**config.mk**
```make
export PLATFORM = sky130hd
export DESIGN_NAME = integer_membership_set
export DESIGN_NICKNAME = d
export VERILOG_FILES = /design/src/rtl/ims_pkg.sv /design/src/rtl/ims_entries.sv /design/src/rtl/integer_membership_set.sv
export SDC_FILE = /design/constraint.sdc
export NUM_CORES = 1
export LEC_CHECK = 0
export BUFFER_PORTS_ARGS = -buffer_cell sky130_fd_sc_hd__buf_2
export CAP_MARGIN = 20
export CORE_ASPECT_RATIO = 1.5
export CORE_UTILIZATION = 30
export CTS_BUF_LIST = sky130_fd_sc_hd__clkbuf_8
export CTS_CLUSTER_DIAMETER = 30
export CTS_CLUSTER_SIZE = 14
export DETAILED_ROUTE_END_ITERATION = 8
export GPL_TIMING_DRIVEN = 0
export HOLD_SLACK_MARGIN = 0.1
export MAX_ROUTING_LAYER = met4
export PLACE_DENSITY = 0.41
export SYNTH_ARGS = -nofsm -noshare
export SYNTH_HDL_FRONTEND = slang
export SYNTH_SLANG_ARGS = --single-unit
```
**constraint.sdc**
```tcl
create_clock -name clock -period 6.5 [get_ports clock]
set_input_delay 0.65 -clock clock [delete_from_list [all_inputs] [get_ports clock]]
set_output_delay 0.65 -clock clock [all_outputs]
set_load 0.02 [all_outputs]
```
**src/rtl/ims_pkg.sv**
```systemverilog
`default_nettype none
// ----------------------------------------------------------------------------
// ims_pkg
// Types shared by the integer membership set and its entry store.
// ----------------------------------------------------------------------------

package ims_pkg;

   localparam int unsigned FUNC_WIDTH  = 2;
   localparam int unsigned VALUE_WIDTH = 32;
   localparam int unsigned COUNT_OUT_WIDTH = 5;

   typedef enum logic [FUNC_WIDTH-1:0] {
      OP_INSERT = 2'd0,
      OP_ERASE  = 2'd1,
      OP_FIND   = 2'd2,
      OP_CLEAR  = 2'd3
   } op_type;

   // update applied to the entry store in the cycle a request is retired
   typedef struct packed {
      logic                   clear_en;
      logic                   insert_en;
      logic                   erase_en;
      logic [VALUE_WIDTH-1:0] value;
   } update_type;

   // lookup status of the request being retired
   typedef struct packed {
      logic hit;
      logic room;
   } status_type;

endpackage

`default_nettype wire

```
**src/rtl/ims_entries.sv**
```systemverilog
`default_nettype none
// ----------------------------------------------------------------------------
// ims_entries
// Valid-flagged value entries with a parallel compare, lowest-free-slot
// insert, match erase and clear of all valid flags.
// ----------------------------------------------------------------------------

module ims_entries #(
   parameter int unsigned CAPACITY = 16
) (
   input  wire logic                clock,
   input  wire logic                reset,
   input  wire ims_pkg::update_type upd,
   output ims_pkg::status_type      status
);

   logic [ims_pkg::VALUE_WIDTH-1:0] entry_value_ff [CAPACITY];
   logic [CAPACITY-1:0]             entry_valid_ff;
   logic [CAPACITY-1:0]             entry_valid_in;
   logic [CAPACITY-1:0]             match;
   logic [CAPACITY-1:0]             free_onehot;

   always_comb begin
      for (int i = 0; i < CAPACITY; i++) begin
         match[i] = entry_valid_ff[i] && (entry_value_ff[i] == upd.value);
      end
   end

   // lowest clear bit of the valid vector
   assign free_onehot = ~entry_valid_ff & (entry_valid_ff + CAPACITY'(1));

   assign status.hit  = |match;
   assign status.room = |(~entry_valid_ff);

   always_comb begin
      entry_valid_in = entry_valid_ff;
      if (upd.clear_en) begin
         entry_valid_in = '0;
      end else if (upd.erase_en) begin
         entry_valid_in = entry_valid_ff & ~match;
      end else if (upd.insert_en) begin
         entry_valid_in = entry_valid_ff | free_onehot;
      end
   end

   always_ff @(posedge clock) begin
      if (reset) begin
         entry_valid_ff <= '0;
      end else begin
         entry_valid_ff <= entry_valid_in;
      end
   end

   always_ff @(posedge clock) begin
      for (int i = 0; i < CAPACITY; i++) begin
         if (upd.insert_en && free_onehot[i]) begin
            entry_value_ff[i] <= upd.value;
         end
      end
   end

endmodule

`default_nettype wire

```
**src/rtl/integer_membership_set.sv**
```systemverilog
`default_nettype none
// ----------------------------------------------------------------------------
// integer_membership_set
// Bounded set of signed 32-bit integers with insert, erase, find and clear.
// ----------------------------------------------------------------------------
// A request is registered on acceptance and retired once the response
// register is free or being drained: all CAPACITY entries are compared
// against the value at once, the entry store and member count are updated,
// and the result is loaded into the response register. One request is
// taken every cycle while responses are consumed. The response register
// lets a new request enter while the previous response still waits.
// Insert fills the lowest free entry; the member count output carries the
// low five bits of the count.
// ----------------------------------------------------------------------------

module integer_membership_set #(
   parameter int unsigned CAPACITY = 16
) (
   input  wire logic        clock,
   input  wire logic        reset,
   input  wire logic        req_valid,
   output      logic        req_ready,
   input  wire logic [1:0]  req_func,
   input  wire logic signed [31:0] req_item_value,
   output      logic        rsp_valid,
   input  wire logic        rsp_ready,
   output      logic        rsp_changed,
   output      logic        rsp_present,
   output      logic        rsp_full_refused,
   output      logic [4:0]  rsp_member_count
);

   localparam int unsigned CW = $clog2(CAPACITY + 1);

   logic                            in_valid_ff;
   ims_pkg::op_type                 op_ff;
   logic [ims_pkg::VALUE_WIDTH-1:0] value_ff;
   logic [CW-1:0]                   count_ff;
   logic [CW-1:0]                   count_in;

   logic                            rsp_valid_ff;
   logic                            changed_ff;
   logic                            present_ff;
   logic                            refused_ff;
   logic [CW-1:0]                   rsp_count_ff;

   logic                            advance;
   logic                            changed_in;
   logic                            present_in;
   logic                            refused_in;
   ims_pkg::update_type             upd;
   ims_pkg::status_type             status;

   assign advance   = in_valid_ff && (!rsp_valid_ff || rsp_ready);
   assign req_ready = !in_valid_ff || advance;

   // input register
   always_ff @(posedge clock) begin
      if (reset) begin
         in_valid_ff <= 1'b0;
      end else if (req_ready) begin
         in_valid_ff <= req_valid;
      end
   end

   always_ff @(posedge clock) begin
      if (req_valid && req_ready) begin
         op_ff    <= ims_pkg::op_type'(req_func);
         value_ff <= req_item_value;
      end
   end

   ims_entries #(
      .CAPACITY (CAPACITY)
   ) u_entries (
      .clock  (clock),
      .reset  (reset),
      .upd    (upd),
      .status (status)
   );

   always_comb begin
      upd.value     = value_ff;
      upd.clear_en  = 1'b0;
      upd.insert_en = 1'b0;
      upd.erase_en  = 1'b0;
      changed_in    = 1'b0;
      present_in    = 1'b0;
      refused_in    = 1'b0;
      count_in      = count_ff;
      unique case (op_ff)
         ims_pkg::OP_INSERT: begin
            present_in = status.hit;
            if (!status.hit) begin
               if (status.room) begin
                  upd.insert_en = advance;
                  changed_in    = 1'b1;
                  count_in      = count_ff + CW'(1);
               end else begin
                  refused_in = 1'b1;
               end
            end
         end
         ims_pkg::OP_ERASE: begin
            present_in = status.hit;
            if (status.hit) begin
               upd.erase_en = advance;
               changed_in   = 1'b1;
               count_in     = count_ff - CW'(1);
            end
         end
         ims_pkg::OP_FIND: begin
            present_in = status.hit;
         end
         ims_pkg::OP_CLEAR: begin
            upd.clear_en = advance;
            count_in     = '0;
         end
         default: begin
            count_in = count_ff;
         end
      endcase
   end

   always_ff @(posedge clock) begin
      if (reset) begin
         count_ff     <= '0;
         rsp_valid_ff <= 1'b0;
      end else begin
         if (advance) begin
            count_ff <= count_in;
         end
         if (advance) begin
            rsp_valid_ff <= 1'b1;
         end else if (rsp_ready) begin
            rsp_valid_ff <= 1'b0;
         end
      end
   end

   // response register
   always_ff @(posedge clock) begin
      if (advance) begin
         changed_ff   <= changed_in;
         present_ff   <= present_in;
         refused_ff   <= refused_in;
         rsp_count_ff <= count_in;
      end
   end

   assign rsp_valid        = rsp_valid_ff;
   assign rsp_changed      = changed_ff;
   assign rsp_present      = present_ff;
   assign rsp_full_refused = refused_ff;
   assign rsp_member_count = ims_pkg::COUNT_OUT_WIDTH'(rsp_count_ff);

   a_count_bound: assert property (@(posedge clock) disable iff (reset)
      count_ff <= CW'(CAPACITY))
      else $error("member count above capacity");

   a_refused_when_full: assert property (@(posedge clock) disable iff (reset)
      rsp_valid_ff && refused_ff |-> count_ff == CW'(CAPACITY))
      else $error("insert refused while set had room");

   a_changed_not_refused: assert property (@(posedge clock) disable iff (reset)
      rsp_valid_ff |-> !(changed_ff && refused_ff))
      else $error("response both changed and refused");

   a_stall_holds_count: assert property (@(posedge clock) disable iff (reset)
      !advance |=> count_ff == $past(count_ff))
      else $error("count moved without a retired request");

endmodule

`default_nettype wire

```
[After elaboration in Yosys (flattened, before gate mapping)]
Memory sizes are Yosys's and may differ from the RTL's.
Cells that the tools add are included.
Operators by class
  mux-type cells: 96
  divide/modulo/power cells: 0
  shift-type cells: 0
  multiply operators: 0
  reductions and logical operators: 61
  equal/unequal tests: 19
  order comparisons: 0
  add/subtract/negate cells: 3
  bitwise gates (word level): 6
Operators with widths (count)
  32-bit == test: 16
  32-bit 2-to-1 mux: 15
  32-bit OR reduction: 15
  4-bit 2-to-1 mux: 15
  1-bit 2-to-1 mux: 59
  1-bit logical AND: 34
  16-bit bitwise AND: 2
  16-bit 2-to-1 mux: 2
  16-bit inverter: 2
  16-bit OR reduction: 2
  17-bit OR reduction: 1
  16-bit by 1-bit adder with 16-bit output (second input constant): 1
  16-bit bitwise OR: 1
  5-bit 2-to-1 mux: 3
  5-bit case mux with 3 select lines: 1
  5-bit by 1-bit adder with 5-bit output (second input constant): 1
  5-bit by 1-bit subtractor with 5-bit output (second input constant): 1
  2-bit == test (second input constant): 2
  2-bit nonzero test: 2
  3-bit OR reduction: 1
  2-bit by 1-bit == test with 1-bit output (second input constant): 1
  1-bit logical NOT: 2
  2-bit logical NOT: 1
  1-bit logical OR: 2
  3 further kinds: 3
Word-level totals
  memory bits (read-only): 0
  latch bits: 0
  word-level logic and storage cells: 196
  bits in registers: 65
  memories kept: 1
  RAM bits: 512
Memory list
  u_entries.entry_value_ff: depth 16, width 32, rd ports 16, clocked after Yosys merged registers in 0, wr ports 1, RTL line ims_entries.sv:17  | logic [ims_pkg::VALUE_WIDTH-1:0] entry_value_ff [CAPACITY];

[Longest topological paths before layout]
  depth after elaboration: 25
  mapped depth: 13
  mapped depth without buffers: 9

[Cells and area by module]
Synthesis repeated with hierarchy kept, for this count alone.
Unflattened totals
  cells, all modules: 1520
  area total of the unflattened synthesis: 24797.5 um2
By module, submodules not included
  ims_entries: times used 1, area each 22815.6 um2, cells each 1384
  integer_membership_set: times used 1, area each 1981.9 um2, cells each 136

[Least setup slack after synthesis]
No wires, ideal clock.
  path kind: register to register
  from: register value_ff[12] (netlist bit)
  to: memory u_entries.entry_value_ff[3][100] (netlist bit), enable pin
  stages on the path, launching flop included: 12
  setup slack: 0.853 ns
  required time: 5.998 ns
  arrival time: 5.146 ns
  clock period less this slack: 5.647 ns
  cells stage by stage: edfxtp_1 buf_4 buf_6 xnor2_1 nand4_1 nor2_1 nand4_1 o2111ai_2 nor4_4 buf_4 nand3_2 nor4_1
On the way
  word-level cells in the longest chain between the ends: 24
  elaborated cells on any way between the ends: 128
  those cells by class: eq/ne: 16; mux: 64; reduce/logical: 48
Ends and longest elaborated chain
  start, declared: RTL line integer_membership_set.sv:37  | logic [ims_pkg::VALUE_WIDTH-1:0] value_ff;
  start signal, assigned: RTL line integer_membership_set.sv:69  | value_ff <= req_item_value;
  32-bit == test: RTL line ims_entries.sv:25  | match[i] = entry_valid_ff[i] && (entry_value_ff[i] == upd.value);
  1-bit logical AND: RTL line ims_entries.sv:25
  16-bit OR reduction *: RTL line ims_entries.sv:32  | assign status.hit = |match;
  1-bit 2-to-1 mux *: RTL line integer_membership_set.sv:94  | if (!status.hit) begin
  1-bit 2-to-1 mux *: RTL line integer_membership_set.sv:91  | unique case (op_ff)
  1-bit logical AND: RTL line ims_entries.sv:56  | if (upd.insert_en && free_onehot[i]) begin
  1-bit 2-to-1 mux: RTL line ims_entries.sv:56
  1-bit 2-to-1 mux (implied by the code): RTL line ims_entries.sv:57  | entry_value_ff[i] <= upd.value;
  32-bit OR reduction (no source line)
  4-bit 2-to-1 mux (no source line) or 1-bit 2-to-1 mux (tied branches) (15 in a row)
  end, declared: RTL line ims_entries.sv:17
Every way passes the cells marked *; elsewhere a longest branch is shown, timed or not.

[Worst setup path in the final report]
  from: register value_ff[2] (netlist bit)
  to: memory u_entries.entry_value_ff[0][72] (netlist bit), enable pin
Same word-level chain as after synthesis.

==> impl_metrics.yaml <==
clock_tree:
  clk_transition_reported_paths_ps: 60
  cts_inserted_buffers: 118
  cts-root-buf: "sky130_fd_sc_hd__clkbuf_8"
  ctsHtreeMaxLevel: 3
  cts_num_sinks: 577
  tritoncts: "done"
  cts-hold-fix-buffers: 35
  worstSkewPairLatency_ps: 750
  postCtsSetupRepairBufs: 0
  ctsResizeCount: 0
  clk_path_buf_depth: 3
timing:
  final.hold.worst_slack_ps: 226
  finalHoldViolCount: 0
  worst-slew-pin-transition_ps: 1220
  worst_slew_margin_rel_pct: 17.9
  final-setup-viol-count: 0
  min_period_over_period_pct: 88.4
  worst_slack_ps: 757
  clock.fmax_mhz: 174
  post-route-min-period_ps: 5740
  setup-tns-final_ps: 0
  rsz0062_at_grt: "false"
  slew_violations: 0
  finalClockSkew_ps: 42.7
logic_synthesis:
  ys_dominant_reg_cell: "sky130_fd_sc_hd__edfxtp_1"
  synth_area_leader_cell: "sky130_fd_sc_hd__edfxtp_1"
  synth-seq-cells: 577
  synth_top_area_share_pct: 67.7
  syn_area_per_cell_sq_um: 16.0
  synthesis.instances: 1534
  number_of_flops_mapped_to_enable_cells_by_yosys: 554
  synth.yosys.seq_area_share_pct: 69.5
  synth.distinct_cells: 51
  synth.area.top_cells: "sky130_fd_sc_hd__edfxtp_1, sky130_fd_sc_hd__xnor2_1, sky130_fd_sc_hd__nand4_1, sky130_fd_sc_hd__buf_6, sky130_fd_sc_hd__dfxtp_1"
  synth-async-reset-ratio_pct: 0
  net_count_after_synthesis: 1574
  syn_area_sq_mm: 0.0246
  yosys_warnings: 0
power_and_ir_drop:
  vdd.ir_drop.worst_mv: 0.165
  p_per_area_mw_per_mm2: 294
  power_mw: 8.86
  leakagePower_nw: 9.25
status:
  status: "finished clean"
finish:
  syn2layout_area_growth_pct: 22.5
  layout.cell_area.non_filler_sq_mm: 0.0301
  fillCellCount: 7672
  instances_no_fill: 2940
  layout.core_utilization_pct: 37.1
  nets: 1840
  ratio_of_cells_with_drive_above_1_in_the_final_layout_pct: 21.4
die:
  top_level_ports: 48
  std_cell_rows: 128
  floorplan.die_area_sq_mm: 0.0831
  floorplan.initialDensity_pct: 30.3
  core_sq_mm: 0.0812
  dieHeight_microns: 353
  die-width_microns: 236
place:
  placed_cell_area_sq_mm: 0.0271
  pre_cts_slack_ps: 697
  placed_cells: 2685
  port_buffers: 46
  dp_hpwl_mm: 55.6
  gp_weighted_congestion: 0.846
global_route:
  grt_first_pass_wirelength_mm: 114
  antenna_found_initial: 2
  grt_max_degree: 21
  track_usage_pct: 20.6
  gr-total-overflow: 0
  first_global_vias: 14300
setup_path:
  worst_r2r_startpoint: "value_ff[2]$_DFFE_PP_"
  startpoint_kind_of_the_worst_setup_timing_path: "flip-flop"
  timing.critical_path.fanout_max: 17
  cp-startpoint: "value_ff[2]$_DFFE_PP_"
  timing.critical_path.to_type: "flip-flop"
  setup.worst_path.class: "flip-flop to flip-flop"
  critical_path_required_ps: 6990
  cp.arrival_ps: 6230
drt:
  vias_per_instance: 4.73
  vias: 13900
  violation_count_after_the_first_detailed_route_iteration: 894
  route.final.wire_length_mm: 82.5
  drt_pre_antenna_iters: 4
  drc_errors: 0
  routed_wire_length_per_instance_microns: 28.0
  drtAntennaViolNets: 0
run:
  maxCapViolCount: 0
hold_path:
  hp-start: "rsp_ready"
  min_path_type: "primary input to flip-flop"
-- routing by layer --
metal	routed length [microns]	up-vias	track usage (%)
met3	2700	122	2.79
met5	0	-	-
li1	-	6239	-
met4	2240	0	6.78
met2	43800	312	36.3
met1	33800	7239	24.0
-- Yosys cell counts (3+ instances only) --
cell type	instances
sky130_fd_sc_hd__nor4_1	34
sky130_fd_sc_hd__o211ai_2	6
sky130_fd_sc_hd__nor3_1	17
sky130_fd_sc_hd__a21oi_1	9
sky130_fd_sc_hd__mux2i_1	3
sky130_fd_sc_hd__o21ai_1	9
sky130_fd_sc_hd__nor2_1	22
sky130_fd_sc_hd__nand2_1	28
sky130_fd_sc_hd__inv_1	11
sky130_fd_sc_hd__a31oi_1	5
sky130_fd_sc_hd__nor2b_1	3
sky130_fd_sc_hd__clkbuf_1	11
sky130_fd_sc_hd__o211ai_1	5
sky130_fd_sc_hd__edfxtp_1	554
sky130_fd_sc_hd__buf_6	58
sky130_fd_sc_hd__nand3_1	21
sky130_fd_sc_hd__buf_4	8
sky130_fd_sc_hd__or3_1	5
sky130_fd_sc_hd__o2111ai_2	3
sky130_fd_sc_hd__nand4_1	137
sky130_fd_sc_hd__nand2b_1	4
sky130_fd_sc_hd__dfxtp_1	23
sky130_fd_sc_hd__o21ai_0	8
sky130_fd_sc_hd__xnor2_1	511
sky130_fd_sc_hd__mux2_2	3
sky130_fd_sc_hd__and3_1	4
sky130_fd_sc_hd__o21a_1	3
-- layout by cell type (no fill, tap or decap), drive strengths merged, types with 18 or more instances in the layout --
cell | Yosys | routed
nor3 | 18 | 18
clkbuf | 11 | 133
dlygate4sd3 | 0 | 35
nand4 | 138 | 138
nor2 | 22 | 22
buf | 68 | 179
edfxtp | 554 | 554
clkinv | 0 | 43
clkinvlp | 0 | 21
nand3 | 22 | 22
xnor2 | 512 | 512
nor4 | 35 | 35
inv | 11 | 27
nand2 | 28 | 28
dfxtp | 23 | 23
-- critical path, cell delays in order (launching register included) --
cell and delay, ps:
sky130_fd_sc_hd__edfxtp_1 1030, sky130_fd_sc_hd__buf_4 400, sky130_fd_sc_hd__buf_6 270, sky130_fd_sc_hd__xnor2_1 150, sky130_fd_sc_hd__nand4_1 300, sky130_fd_sc_hd__nor4_1 960, sky130_fd_sc_hd__nand3_1 260, sky130_fd_sc_hd__o2111ai_2 200
sky130_fd_sc_hd__nor4_4 120, sky130_fd_sc_hd__buf_4 200, sky130_fd_sc_hd__nand3_2 180, sky130_fd_sc_hd__clkbuf_1 610, sky130_fd_sc_hd__nor3_2 240, sky130_fd_sc_hd__buf_6 230, sky130_fd_sc_hd__buf_6 160, sky130_fd_sc_hd__buf_6 150
-- logic make-up (layout without fill, tap and decap cells) --
| family | count (synthesis) | count (layout) | share of synthesized area (%) |
|---|---|---|---|
| flops | 577 | 577 | 69.5 |
| compound gates | 62 | 62 | 1.86 |
| fa+ha+maj | 2 | 2 | 0.102 |
| simple gates | 285 | 285 | 6.70 |
| buf+inv | 90 | 455 | 3.28 |
| mux | 6 | 6 | 0.260 |
| xor+xnor | 512 | 512 | 18.3 |
| other cells | 0 | 1 | 0 |
-- final cells by class --
cell class	instances	area [sq um]	share of cell area, %
plain buffers	79	764	2.54
repair buffers	146	1490	4.96
diodes	1	2.50	0.00831
clock inverters	97	938	3.12
well taps	1040	1300	4.32
inverters	11	41.3	0.137
flip-flops and latches	577	17100	56.8
clock buffers	122	1680	5.58
multi-input cells	867	6790	22.6
-- report_power, final --
part / leakage (nW) / internal (mW) / switching, mW
logic: 2.71 / 0.205 / 0.283
clock network: 1.34 / 2.44 / 1.75
registers: 5.20 / 4.10 / 0.0833
total: 9.25 / 6.75 / 2.11
-- state kept, by name, indices dropped and copies added (netlist names) --
register	flops
u_entries.entry_value_ff	512
value_ff	32
u_entries.entry_valid_ff	16
count_ff	5
rsp_member_count	5
op_ff	2
in_valid_ff	1
rsp_changed	1
rsp_full_refused	1
rsp_present	1
rsp_valid	1
-- path summary, 6_finish.rpt --
check | endpoint | slack [ps] | depth (start not counted)
setup reg to reg | u_entries.entry_value_ff[0][72]$_DFFE_PP_ | 760 | 15
hold reg to reg | rsp_valid$_SDFFE_PP0P_ | 510 | 2
hold / removal | rsp_valid$_SDFFE_PP0P_ | 230 | 4
setup / recovery | u_entries.entry_value_ff[0][72]$_DFFE_PP_ | 760 | 15
No activity file was read; power rests on OpenSTA's default activity.
